## config.mk

```make
export PLATFORM = sky130hd
export DESIGN_NAME = cls_seg
export DESIGN_NICKNAME = d
export VERILOG_FILES = /design/src/design/cls_pkg.sv /design/src/design/cls_seg.sv
export SDC_FILE = /design/constraint.sdc
export NUM_CORES = 1
export LEC_CHECK = 0
export BUFFER_PORTS_ARGS = -buffer_cell sky130_fd_sc_hd__buf_2
export CORE_AREA = 10 10 109 111
export DETAILED_ROUTE_END_ITERATION = 10
export DIE_AREA = 0 0 119 121
export GPL_TIMING_DRIVEN = 0
export SYNTH_ARGS = -nofsm -noshare
export SYNTH_HDL_FRONTEND = slang
export SYNTH_SLANG_ARGS = --single-unit
```

## constraint.sdc

```tcl
create_clock -name clk -period 0.8 [get_ports clk]
set_input_delay 0.04 -clock clk [delete_from_list [all_inputs] [get_ports clk]]
set_output_delay 0.04 -clock clk [all_outputs]
set_load 0.01 [all_outputs]
```

## src/design/cls_pkg.sv

```systemverilog
// Shared constants, codes and types of the compacting list store.
`timescale 1ns / 1ps

package cls_pkg;

	localparam int DEF_CAPACITY = 128;

	// Field widths of the request and result items.
	localparam int OP_W    = 3;
	localparam int VAL_W   = 32;
	localparam int FI_W    = 7;
	localparam int LI_W    = 8;
	localparam int POS_W   = 7;
	localparam int CNTO_W  = 8;
	localparam int STAT_W  = 2;
	localparam int S_TDATA_W = 48;
	localparam int S_TUSER_W = 8;
	localparam int M_TDATA_W = 56;

	// Width of index and count compares; covers every capacity up to 1024.
	localparam int CMP_W = 11;

	// Cells per reduction segment.
	localparam int SEG_N  = 8;
	localparam int SEG_IW = 3;

	localparam logic [OP_W-1:0] OP_APPEND = 3'd0;
	localparam logic [OP_W-1:0] OP_READ   = 3'd1;
	localparam logic [OP_W-1:0] OP_ERASE  = 3'd2;
	localparam logic [OP_W-1:0] OP_RANGE  = 3'd3;
	localparam logic [OP_W-1:0] OP_CLEAR  = 3'd4;
	localparam logic [OP_W-1:0] OP_FIND   = 3'd5;

	localparam logic [STAT_W-1:0] STAT_OK   = 2'd0;
	localparam logic [STAT_W-1:0] STAT_FULL = 2'd1;
	localparam logic [STAT_W-1:0] STAT_BAD  = 2'd2;

	// Command broadcast to every cell of the chain.
	typedef struct packed {
		logic              cmp_find;
		logic              cmp_read;
		logic              append;
		logic              shift;
		logic [CMP_W-1:0]  fi;
		logic [CMP_W-1:0]  count;
		logic [VAL_W-1:0]  value;
	} cmd_t;

	// Registered summary of one segment of cells.
	typedef struct packed {
		logic              any;
		logic [SEG_IW-1:0] idx;
		logic [VAL_W-1:0]  data;
	} seg_res_t;

endpackage

```

## src/design/cls_seg.sv

```systemverilog
// Reduces one segment of cells to its lowest hit and the read data.
`timescale 1ns / 1ps

module cls_seg (
	input  logic                                          clk,
	input  logic                                          arst_n,
	input  logic [cls_pkg::SEG_N-1:0]                     hits,
	input  logic [cls_pkg::SEG_N-1:0][cls_pkg::VAL_W-1:0] data,
	output cls_pkg::seg_res_t                             res
);

	cls_pkg::seg_res_t res_c;
	cls_pkg::seg_res_t res_q;

	always_comb begin
		res_c.any  = |hits;
		res_c.idx  = '0;
		res_c.data = '0;
		for (int i = cls_pkg::SEG_N - 1; i >= 0; i--) begin
			if (hits[i]) begin
				res_c.idx = cls_pkg::SEG_IW'(i);
			end
			res_c.data = res_c.data | data[i];
		end
	end

	always_ff @(posedge clk or negedge arst_n) begin
		if (!arst_n) begin
			res_q <= '0;
		end else begin
			res_q <= res_c;
		end
	end

	assign res = res_q;

endmodule

```

==> implementation parameters <==
Parameter                              Value

Run status
  Outcome    complete, but fails checks
  Violated checks    hold timing, setup timing

Critical path
  Worst-path fanout max    1
  Critical path buffer and inverter count    1
  Worst EP required    0.76 ns
  Cells traversed along the worst timing path    buf_6
  Critical Setup Path Class    reg -> out
  Worst path arrival time    about 0.80 ns
  Type of element launching the critical path    flop
  Endpoint class of the critical path    output port
  Stage delay of the slowest cell on the critical path    0.39 ns
  Slowest library cell on the worst path    dfrtp_1
  Cell type group with the largest total delay on the critical path    flip-flops

STA
  Final Hold Violating Endpoints    69
  Final worst-path setup slack    -0.0353 ns
  Slew @ Worst Pin    0.818 ns
  Worst relative slew slack    45.5%
  Fin Hold WS    -0.156 ns
  Sum of negative setup slack    -0.738 ns
  Share of the cycle needed by the critical path after routing    104%
  Upper clock frequency limit    1200 MHz
  Count of endpoints failing setup in the final report    37
  Final critical path time including I/O delays and setup    around 0.84 ns
  RSZ-0062 raised after global routing    yes
  Number of slew-limit violations in the final report    0

Global route
  Total global-route track usage    between 10% and 20%
  Pin count of the biggest net entering global routing    37
  Antenna violations before repair    0
  Global-route wire length before repair    14.8 mm
  Number of global-route vias before repair    just over 3000
  Final global-route overflow total    0

Floorplanning
  Core box area    approximately 9600 sq um
  Horizontal die dimension    119 um
  Number of placed I/O pins    between 300 and 400
  DIE HEIGHT    121 um
  Row cnt    36
  Overall die area    about 14000 sq um
  Starting density of the core    between 15 and 20%

Layout
  Filler cell count in the final layout    slightly below 1000
  Number of flip-flops in the largest register    36
  Inserted Diodes    0
  Fraction of final layout cells with drive strength greater than 1    69.0%
  Nets    742
  Layout area overhead    155%

Place
  Placer Congestion    roughly 0.84
  HPWL after DPL    8.81 mm
  IO Port Bufs    between 300 and 400

Routing
  Post-route DRC    0
  Number of nets with antenna violations after routing    0
  Via count    2598
  Routed wire per std cell    approximately 17 um
  Via density per instance    4.26
  Drt total wl    10.5 mm
  Number of violations reported at the end of detailed-routing iteration 0    38
  Number of iterations in the first detailed-routing pass    4

Logic synthesis
  Leading cell type by number of instances after synthesis    nor4_1
  Dominant cells by area after synthesis    dfrtp_1 60%, nor4_1 27%, nand2_1 8.0%, nor4_2 0.83%, nor2_1 0.75%
  Post-synth EDFFs    0
  Sequential area share after synthesis    60.0%
  Net count after synthesis    slightly above 400
  Synthesized area divided by synthesized cell count    10.4 sq um
  Yosys cell types    14
  Cell type with the largest total area after synthesis    dfrtp_1
  Share of synthesized flip-flops with an asynchronous set or reset    100%
  Number of synthesis warnings    0
  Cell count after synthesis    145
  Synth top area share    60.0%
  FF+latch count, synth    36
  Post-synthesis instance area    approximately 1500 sq um
  Synth top cells by count    64 x nor4_1, 36 x dfrtp_1, 32 x nand2_1, 3 x nor2_1
  Synth Flop Type    dfrtp_1

Min path
  Hold Path Class    in -> async

Power
  Power per cell area    1200 nW/um^2
  IR drop worst, VDD    approximately 0.57 mV
  Standby leakage power    1.79 nW

Clock network
  Maximum buffer depth of the clock tree    2
  CTS tree    done
  Num CTS Buffers    5
  Setup bufs post-CTS    0
  Sink Count    36
  CTS root buffer    clkbuf_8
  Count of H-tree levels built during CTS    2
  Clock-pin slew reported for the worst setup and hold paths after clock tree synthesis    0.08 ns

Job
  Max capacitance violation total    0
==> cells in the final DEF, fill, tap and decap left out, drive strengths merged <==
| cell type | netlist | routed |
|---|---|---|
| buf | 0 | 300 |
| nor4 | 65 | 65 |
| dfrtp | 36 | 36 |
| nand2 | 32 | 32 |
| dlygate4sd3 | 0 | 24 |
| clkbuf | 0 | 7 |
| nor2 | 3 | 3 |
| o21ai | 1 | 1 |
| a21boi | 1 | 1 |
| inv | 1 | 1 |
| a21oi | 1 | 1 |
| nor2b | 1 | 1 |
| o21bai | 1 | 1 |
| o41ai | 1 | 1 |
| and3b | 1 | 1 |
| nand3 | 1 | 1 |
| bufinv | 0 | 1 |
==> where the power goes <==
group          internal [mW]  switching (mW)  leakage [nW]
Sequential              1.83         0.00578         0.329
Combinational          0.613           0.362          1.40
Clock                   1.10           0.677        0.0645
Total                   3.55            1.05          1.79
==> cell type report <==
type                    count  area (sq um)  share of cell area [%]
flip-flops and latches     36           901                    23.6
well taps                 133           166                    4.35
clock buffers               7          96.3                    2.52
repair buffers            324          1900                    49.6
clock inverters             1          30.0                   0.785
multi-input cells         108           729                    19.1
inverters                   1          3.75                  0.0981
==> what timing repair did <==
action                                  4_1_cts  5_1_grt
gates cloned                                  0        0
hold buffers                                 23        2
pin swaps                                     0        3
endpoints found under the setup margin       36       56
endpoints found under the hold margin        70       70
resized for setup                            16       34
==> worst max-delay path by stage <==
stage                     startpoint       to  slack [ns]  cells past startpoint
final                        res[11]  res[11]       -0.04                      1
after CTS                    res[27]  res[27]       -0.06                      1
after floorplan              hits[6]  res[34]        0.19                      2
after global placement        arst_n   res[7]        0.04                      1
after detailed placement     hits[6]  res[34]        0.01                      3
after global routing         res[27]  res[27]       -0.08                      1
==> cell families (layout without fill, tap and decap cells) <==
group,Yosys count,count (layout),share of synthesized area [%]
flops,36,36,59.9
simple gates,103,103,37.6
compound gates,5,5,2.25
buf+inv,1,333,0.250
==> metrics by stage <==
stage	utilization, %	instances	worst slack (ns)	cell area, sq um	total power, mW
after floorplan	-	145	0.186	1500	1.96
after global placement	32.9	579	0.0352	3180	2.66
after detailed placement	32.9	579	0.0112	3180	2.68
after CTS	37.5	610	-0.0600	3610	4.61
after global routing	39.7	610	-0.0764	3820	4.84
final	39.7	610	-0.0353	3820	4.59
==> layer usage <==
| layer | track usage (%) | wire, um | up-vias |
|---|---|---|---|
| met5 | 0 | 0 | - |
| met2 | 22.9 | 5520 | 173 |
| met4 | 3.82 | 221 | 0 |
| met3 | 6.28 | 1110 | 18 |
| met1 | 12.5 | 3660 | 1173 |
| li1 | - | - | 1234 |
Power figures use the tool's default switching activity.
