<file path="src/design/cls_pkg.sv">
// Shared constants, codes and types of the compacting list store.
`timescale 1ns / 1ps

package cls_pkg;

	localparam int DEF_CAPACITY = 128;

	// Field widths of the request and result items.
	localparam int OP_W    = 3;
	localparam int VAL_W   = 32;
	localparam int FI_W    = 7;
	localparam int LI_W    = 8;
	localparam int POS_W   = 7;
	localparam int CNTO_W  = 8;
	localparam int STAT_W  = 2;
	localparam int S_TDATA_W = 48;
	localparam int S_TUSER_W = 8;
	localparam int M_TDATA_W = 56;

	// Width of index and count compares; covers every capacity up to 1024.
	localparam int CMP_W = 11;

	// Cells per reduction segment.
	localparam int SEG_N  = 8;
	localparam int SEG_IW = 3;

	localparam logic [OP_W-1:0] OP_APPEND = 3'd0;
	localparam logic [OP_W-1:0] OP_READ   = 3'd1;
	localparam logic [OP_W-1:0] OP_ERASE  = 3'd2;
	localparam logic [OP_W-1:0] OP_RANGE  = 3'd3;
	localparam logic [OP_W-1:0] OP_CLEAR  = 3'd4;
	localparam logic [OP_W-1:0] OP_FIND   = 3'd5;

	localparam logic [STAT_W-1:0] STAT_OK   = 2'd0;
	localparam logic [STAT_W-1:0] STAT_FULL = 2'd1;
	localparam logic [STAT_W-1:0] STAT_BAD  = 2'd2;

	// Command broadcast to every cell of the chain.
	typedef struct packed {
		logic              cmp_find;
		logic              cmp_read;
		logic              append;
		logic              shift;
		logic [CMP_W-1:0]  fi;
		logic [CMP_W-1:0]  count;
		logic [VAL_W-1:0]  value;
	} cmd_t;

	// Registered summary of one segment of cells.
	typedef struct packed {
		logic              any;
		logic [SEG_IW-1:0] idx;
		logic [VAL_W-1:0]  data;
	} seg_res_t;

endpackage

</file>
<file path="src/design/cls_cell.sv">
// One storage cell of the list: holds an entry, shifts down and compares.
`timescale 1ns / 1ps

module cls_cell #(
	parameter int INDEX = 0
) (
	input  logic                        clk,
	input  logic                        arst_n,
	input  cls_pkg::cmd_t               cmd,
	input  logic [cls_pkg::VAL_W-1:0]   up_entry,
	output logic [cls_pkg::VAL_W-1:0]   entry,
	output logic                        hit,
	output logic [cls_pkg::VAL_W-1:0]   rd_data
);

	localparam int CW = cls_pkg::CMP_W;
	localparam logic [CW-1:0] IDX = CW'(INDEX);

	logic [cls_pkg::VAL_W-1:0] entry_q;
	logic [cls_pkg::VAL_W-1:0] rd_data_q;
	logic                      hit_q;
	logic                      live;
	logic                      is_fi;

	assign live  = IDX < cmd.count;
	assign is_fi = IDX == cmd.fi;

	// During an erase every cell at or above the gap takes its upper neighbor.
	always_ff @(posedge clk) begin
		if (cmd.shift && (IDX >= cmd.fi)) begin
			entry_q <= up_entry;
		end else if (cmd.append && (IDX == cmd.count)) begin
			entry_q <= cmd.value;
		end
	end

	always_ff @(posedge clk or negedge arst_n) begin
		if (!arst_n) begin
			hit_q <= 1'b0;
		end else begin
			hit_q <= live && ((cmd.cmp_find && (entry_q == cmd.value)) ||
				(cmd.cmp_read && is_fi));
		end
	end

	always_ff @(posedge clk) begin
		rd_data_q <= (live && cmd.cmp_read && is_fi) ? entry_q : '0;
	end

	assign entry   = entry_q;
	assign hit     = hit_q;
	assign rd_data = rd_data_q;

endmodule

</file>
<file path="config.mk">
export PLATFORM = sky130hd
export DESIGN_NAME = cls_cell
export DESIGN_NICKNAME = d
export VERILOG_FILES = /design/src/design/cls_pkg.sv /design/src/design/cls_cell.sv
export SDC_FILE = /design/constraint.sdc
export NUM_CORES = 1
export LEC_CHECK = 0
export CAP_MARGIN = 15
export CORE_ASPECT_RATIO = 0.6
export CORE_MARGIN = 1
export CORE_UTILIZATION = 55
export DETAILED_ROUTE_END_ITERATION = 12
export DONT_BUFFER_PORTS = 1
export GPL_TIMING_DRIVEN = 0
export MAX_ROUTING_LAYER = met4
export PLACE_DENSITY_LB_ADDON = 0.15
export SLEW_MARGIN = 20
export SYNTH_ARGS = -nofsm -noshare
export SYNTH_HDL_FRONTEND = slang
export SYNTH_SLANG_ARGS = --single-unit
</file>
<file path="constraint.sdc">
create_clock -name clk -period 1.06 [get_ports clk]
set_input_delay 0.159 -clock clk [delete_from_list [all_inputs] [get_ports clk]]
set_output_delay 0.159 -clock clk [all_outputs]
set_load 0.005 [all_outputs]
</file>
==> results of run 1 <==
power by group through the flow:
stage,Combinational (mW),Clock [mW],Sequential (mW)
floorplan,0.149,0,2.69
detailed placement,0.168,0,2.69
CTS,0.184,2.12,2.63
global route,0.201,2.23,2.63
finish,0.187,2.09,2.63
global placement,0.163,0,2.69
timing repair:
| action | 4_1_cts | 5_1_grt |
|---|---|---|
| resized for setup | 32 | 9 |
| hold buffers | 1 | 0 |
| pin swaps | 7 | 5 |
| setup buffers | 10 | 3 |
| cloned | 6 | 0 |
| hold endpoints to repair | 1 | 0 |
| endpoints found under the setup margin | 91 | 83 |
layout by cell type (no fill, tap or decap), drive strengths merged:
cell type and n:
nor4 8, a41o 1, nand3 1, inv 1, clkbuf 16, clkinv 2
nand2 1, dlygate4sd3 1, dfrtp 1, xnor2 17, bufinv 1, xor2 15
o21ai 3, and2 32, and3 4, nand4 4, buf 17, nor3 3
dfxtp 32, edfxtp 32, mux2 32
stage by stage:
step                      worst slack [ps]  hold slack [ps]
after CTS                           -470.4            18.08
after global routing                -551.1            25.71
after floorplan                     -496.1           -136.6
after detailed placement            -857.0           -136.6
after global placement              -812.8           -136.6
final                               -505.1            31.44
registers in the layout, indices dropped and copies added (netlist names):
register / cells
rd_data: 32
entry: 32
hit: 1
cells by family after synthesis:
family                 Yosys count  synth area share
flip-flops                      65            0.5872
AND/OR/NAND/NOR                 53            0.1179
XOR/XNOR                        32            0.1012
multiplexers                    32            0.1694
buffers and inverters            7           0.01897
AO/OA/AOI/OAI                    2          0.005418
final cells by class:
cell class              instances  area (um^2)
clock buffers                  13        158.9
inverters                       1        3.754
well taps                      63        78.83
clock inverters                 3        40.04
fillers                       302         1227
plain buffers                   5        66.31
multi-input cells             121         1247
flip-flops and latches         65         1627
repair buffers                 16        257.7
per-layer routing:
layer  vias up  GRT usage  part of all wire
met5         -          -                 0
met4         0    0.09451             0.013
met3        11    0.09200             0.082
met2        89     0.4212              0.50
met1       831     0.3304              0.41
li1        739          -                 -
worst max path at each step:
stage,start,endpoint,slack (ps)
5_1_grt,entry[10],hit,-550
2_1_floorplan,cmd[39],entry[0],-500
6_report,entry[2],hit,-510
3_3_place_gp,cmd[36],entry[3],-810
4_1_cts,entry[10],hit,-470
3_5_place_dp,cmd[36],entry[12],-860
==> flow_summary.ini, run 1 <==
[outcome]
status = complete, but fails checks
violations = negative setup slack

[synthesis]
syn_inst = 191
synth_area_per_cell_um2 = 14.50
synth_warnings = 0
synth_flop_cell = edfxtp_1
synth_top_cell_by_area = edfxtp_1
synth.top_cell.area_share = 0.3469
yosysSeqAreaShare = 0.5872
synth_area_mm2 = 0.002770
synth_common_cells = and2_1, dfxtp_1, edfxtp_1
yosys-top-cells-area = edfxtp_1, dfxtp_1, mux2_4, and2_1, xnor2_1
synthArstFlopShare = 0.01538
ys_ff_latch = 65
yosysUniqueCellTypes = 20
syn_nets = 283
synth_edf_count = 32

[power]
internal_power_mw = 3.972
seqPwrFrac = 0.537
p_switching_mw = 0.9339
vdd_drop_max_uv = 1207
power_mw = 4.906
pwr_density_cell_mw_per_mm2 = 1410
switching_share = 0.1903
cellLeakagePower_nw = 1.386
power_frac_comb = 0.038
power_frac_clock = 0.425

[clock_tree]
cts-root-buf = clkbuf_8
clock_latency_ps = 330
h-tree-depth = 3
cts.sinks = 65
cts_buffers = 9
cts_buffer_depth = 2
clkTransAtPathRegs_ps = 70
cts_tree = yes

[route]
wire_per_inst_um = 23.37
ant_nets = 0
drtIter0Drc = 93
drc = 0
first_pass_iters = 4
via_per_inst = 5.819
drt_wl_total_um = 6707
dr_total_vias = 1670

[grt]
grt_pass1_vias = 1771
overflow = 0
grt_pass1_wl_um = 9825
track_usage = 0.2700
antenna_found_initial = 0
grt_max_degree = 12

[cells_and_area]
final_cell_area_mm2 = 0.003480
nNetsFinal = 311
antennaDiodeCount = 0
fin_cells = 287
area_growth_pct = 25.61
final_core_util = 0.7392
drive_above_1_share = 0.3616

[die]
io_pins = 157
die_area_mm2 = 0.005334
die_w_um = 93.62
row_count = 19
core_area_mm2 = 0.004707
die_y_um = 56.98
start_util = 0.5885

[critical_path]
r2r_slack_ps = -510
arrival_ps = 1830
r2r_cells = 4
crit_path_cell_trace = xor2_1 -> nor4_2 -> and3_1 -> a41o_1
cp-start-kind = flip-flop
critPathCaptureType = flip-flop
rr_endpoint = hit
critPathKind = flip-flop to flip-flop
path_max_fanout = 3
cpPeakStageDelay_ps = 460
reg2reg_from = entry[2]
worst-path-buf-inv = 0
crit_slowest_cell = edfxtp_1
crit_family = simple AND/OR/NAND/NOR gates
cp.required_ps = 1330
cp.depth = 4

[sta]
finalCritPeriodShare = 1.477
grt_setup_unrepaired = true
fin_skew_ps = 6.852
setup_violations = 57
finalHoldViolations = 0
setup_ws_ps = -505.1
fin_crit_ps = 1565
drv_slew = 0
slew_headroom = 0.7489
setup-tns-final_ps = -6429
worst_pin_slew_ps = 373.6
fmaxAchievable_mhz = 638.9

[run]
maxCapViolCount = 0

[placed_design]
port_buffers = 0
hpwl_um = 4459
dpl-instance-area_mm2 = 0.002895
dp_cells = 254
gp_congestion = 0.7457

[min_path]
hold_class = primary input to async pin
Note: power is estimated with default switching activity, not from simulation.
==> run 2, diff against run 1 <==
- CORE_UTILIZATION: 55 -> 56
- SETUP_SLACK_MARGIN: default -> 0.4
==> flow_summary.ini, run 2 (synthesis results as in run 1) <==
[outcome]
status = complete, but fails checks
violations = negative setup slack

[route]
first_pass_iters = 4
drt_wl_total_um = 6964
drc = 0
ant_nets = 0
dr_total_vias = 1713
drtIter0Drc = 90
via_per_inst = 5.846
wire_per_inst_um = 23.77

[clock_tree]
cts-root-buf = clkbuf_8
cts_buffer_depth = 2
cts_buffers = 9
cts_tree = yes
clkTransAtPathRegs_ps = 70
h-tree-depth = 3
cts.sinks = 65
clock_latency_ps = 340

[cells_and_area]
drive_above_1_share = 0.6043
final_core_util = 0.7838
antennaDiodeCount = 0
fin_cells = 293
final_cell_mix = edfxtp_1, dfxtp_2, mux2_4, and2_4, xnor2_1
final_cell_area_mm2 = 0.003652
area_growth_pct = 31.84
fillers = 266
nNetsFinal = 317

[critical_path]
crit_family = simple AND/OR/NAND/NOR gates
crit_slowest_cell = edfxtp_1
cpPeakStageDelay_ps = 440
critPathKind = flip-flop to flip-flop
crit_path_cell_trace = xor2_1 -> nor4_2 -> and3_1 -> a41o_1
worst-path-buf-inv = 0
arrival_ps = 1840
cp.required_ps = 1340
path_max_fanout = 3
critPathCaptureType = flip-flop
cp-start-kind = flip-flop

[placed_design]
port_buffers = 0
hpwl_um = 4475
gp_congestion = 0.7061
dpl-instance-area_mm2 = 0.002895
place_ws_ps = -826.0
dp_cells = 254

[die]
die_w_um = 92.80
die_area_mm2 = 0.005241
row_count = 19
core_area_mm2 = 0.004659
die_y_um = 56.48
io_pins = 157
start_util = 0.5945

[sta]
fmaxAchievable_mhz = 639.8
finalHoldViolations = 0
finalCritPeriodShare = 1.474
fin_skew_ps = 7.827
slew_headroom = 0.7304
worst_pin_slew_ps = 401.1
drv_slew = 0
fin_crit_ps = 1563
setup_violations = 88
setup_ws_ps = -503.0
grt_setup_unrepaired = true

[grt]
grt_pass1_wl_um = 10390
grt_pass1_vias = 1834
track_usage = 0.2929
overflow = 0
grt_max_degree = 12
antenna_found_initial = 0

[power]
power_mw = 4.596
vdd_drop_max_uv = 944.0
cellLeakagePower_nw = 1.469
pwr_density_cell_mw_per_mm2 = 1258

[min_path]
hold_class = primary input to async pin

[run]
maxCapViolCount = 0
run 2: cell count changes in the layout (fill, tap and decap cells not counted), sizes merged:
cell and change:
bufinv -1, and3 +1, clkbuf -3, buf +7, clkinv +2
run 2: what timing repair did:
item                       CTS  global route
gates resized for setup     90            12
hold buffers                 1             0
buffers inserted            10             2
setup endpoints to repair  162           162
pin swaps                   25             3
gates cloned                10             0
hold endpoints to repair     1             0
run 2: through the flow:
stage / hold WS, ps / TNS, ps
6_report: 17.17 / -9763
5_1_grt: -1.144 / -10910
4_1_cts: 8.412 / -7389
3_5_place_dp: -136.6 / -52280
3_3_place_gp: -136.6 / -49210
2_1_floorplan: -136.6 / -30250
run 2: area by class of cell:
class | count | area (um^2) | area share
inverter | 1 | 3.754 | 0.001028
sequential | 65 | 1667 | 0.4563
tap | 63 | 78.83 | 0.02158
clock buffer | 12 | 145.1 | 0.03974
multi-input combinational | 122 | 1313 | 0.3594
buffer | 6 | 111.4 | 0.03049
timing repair buffer | 20 | 314.1 | 0.08599
clock inverter | 4 | 20.02 | 0.005481
run 2: where the power goes:
part | leakage (nW) | internal [mW] | switching [mW]
logic | 0.804 | 0.131 | 0.0565
clock network | 0.0899 | 0.897 | 0.880
registers | 0.576 | 2.63 | 0.00106
run 2: final timing paths:
path	startpoint	cells after the start	endpoint	slack (ps)
min in group clk	cmd[28]	1	entry[28]	30
hold reg to reg	entry[12]	1	rd_data[12]	550
hold / removal	arst_n	1	hit	20
setup / recovery	entry[10]	4	hit	-500
setup reg to reg	entry[10]	4	hit	-500
max in group asynchronous	arst_n	1	hit	940
run 2: routing by layer:
| metal | track usage | routed length [um] | vias to the layer above | part of all wire |
|---|---|---|---|---|
| li1 | - | - | 752 | - |
| met1 | 0.3601 | 2795 | 837 | 0.40 |
| met2 | 0.4412 | 3349 | 120 | 0.48 |
| met3 | 0.1165 | 775 | 4 | 0.11 |
| met4 | 0.1011 | 44 | 0 | 0.0063 |
| met5 | - | 0 | - | 0 |
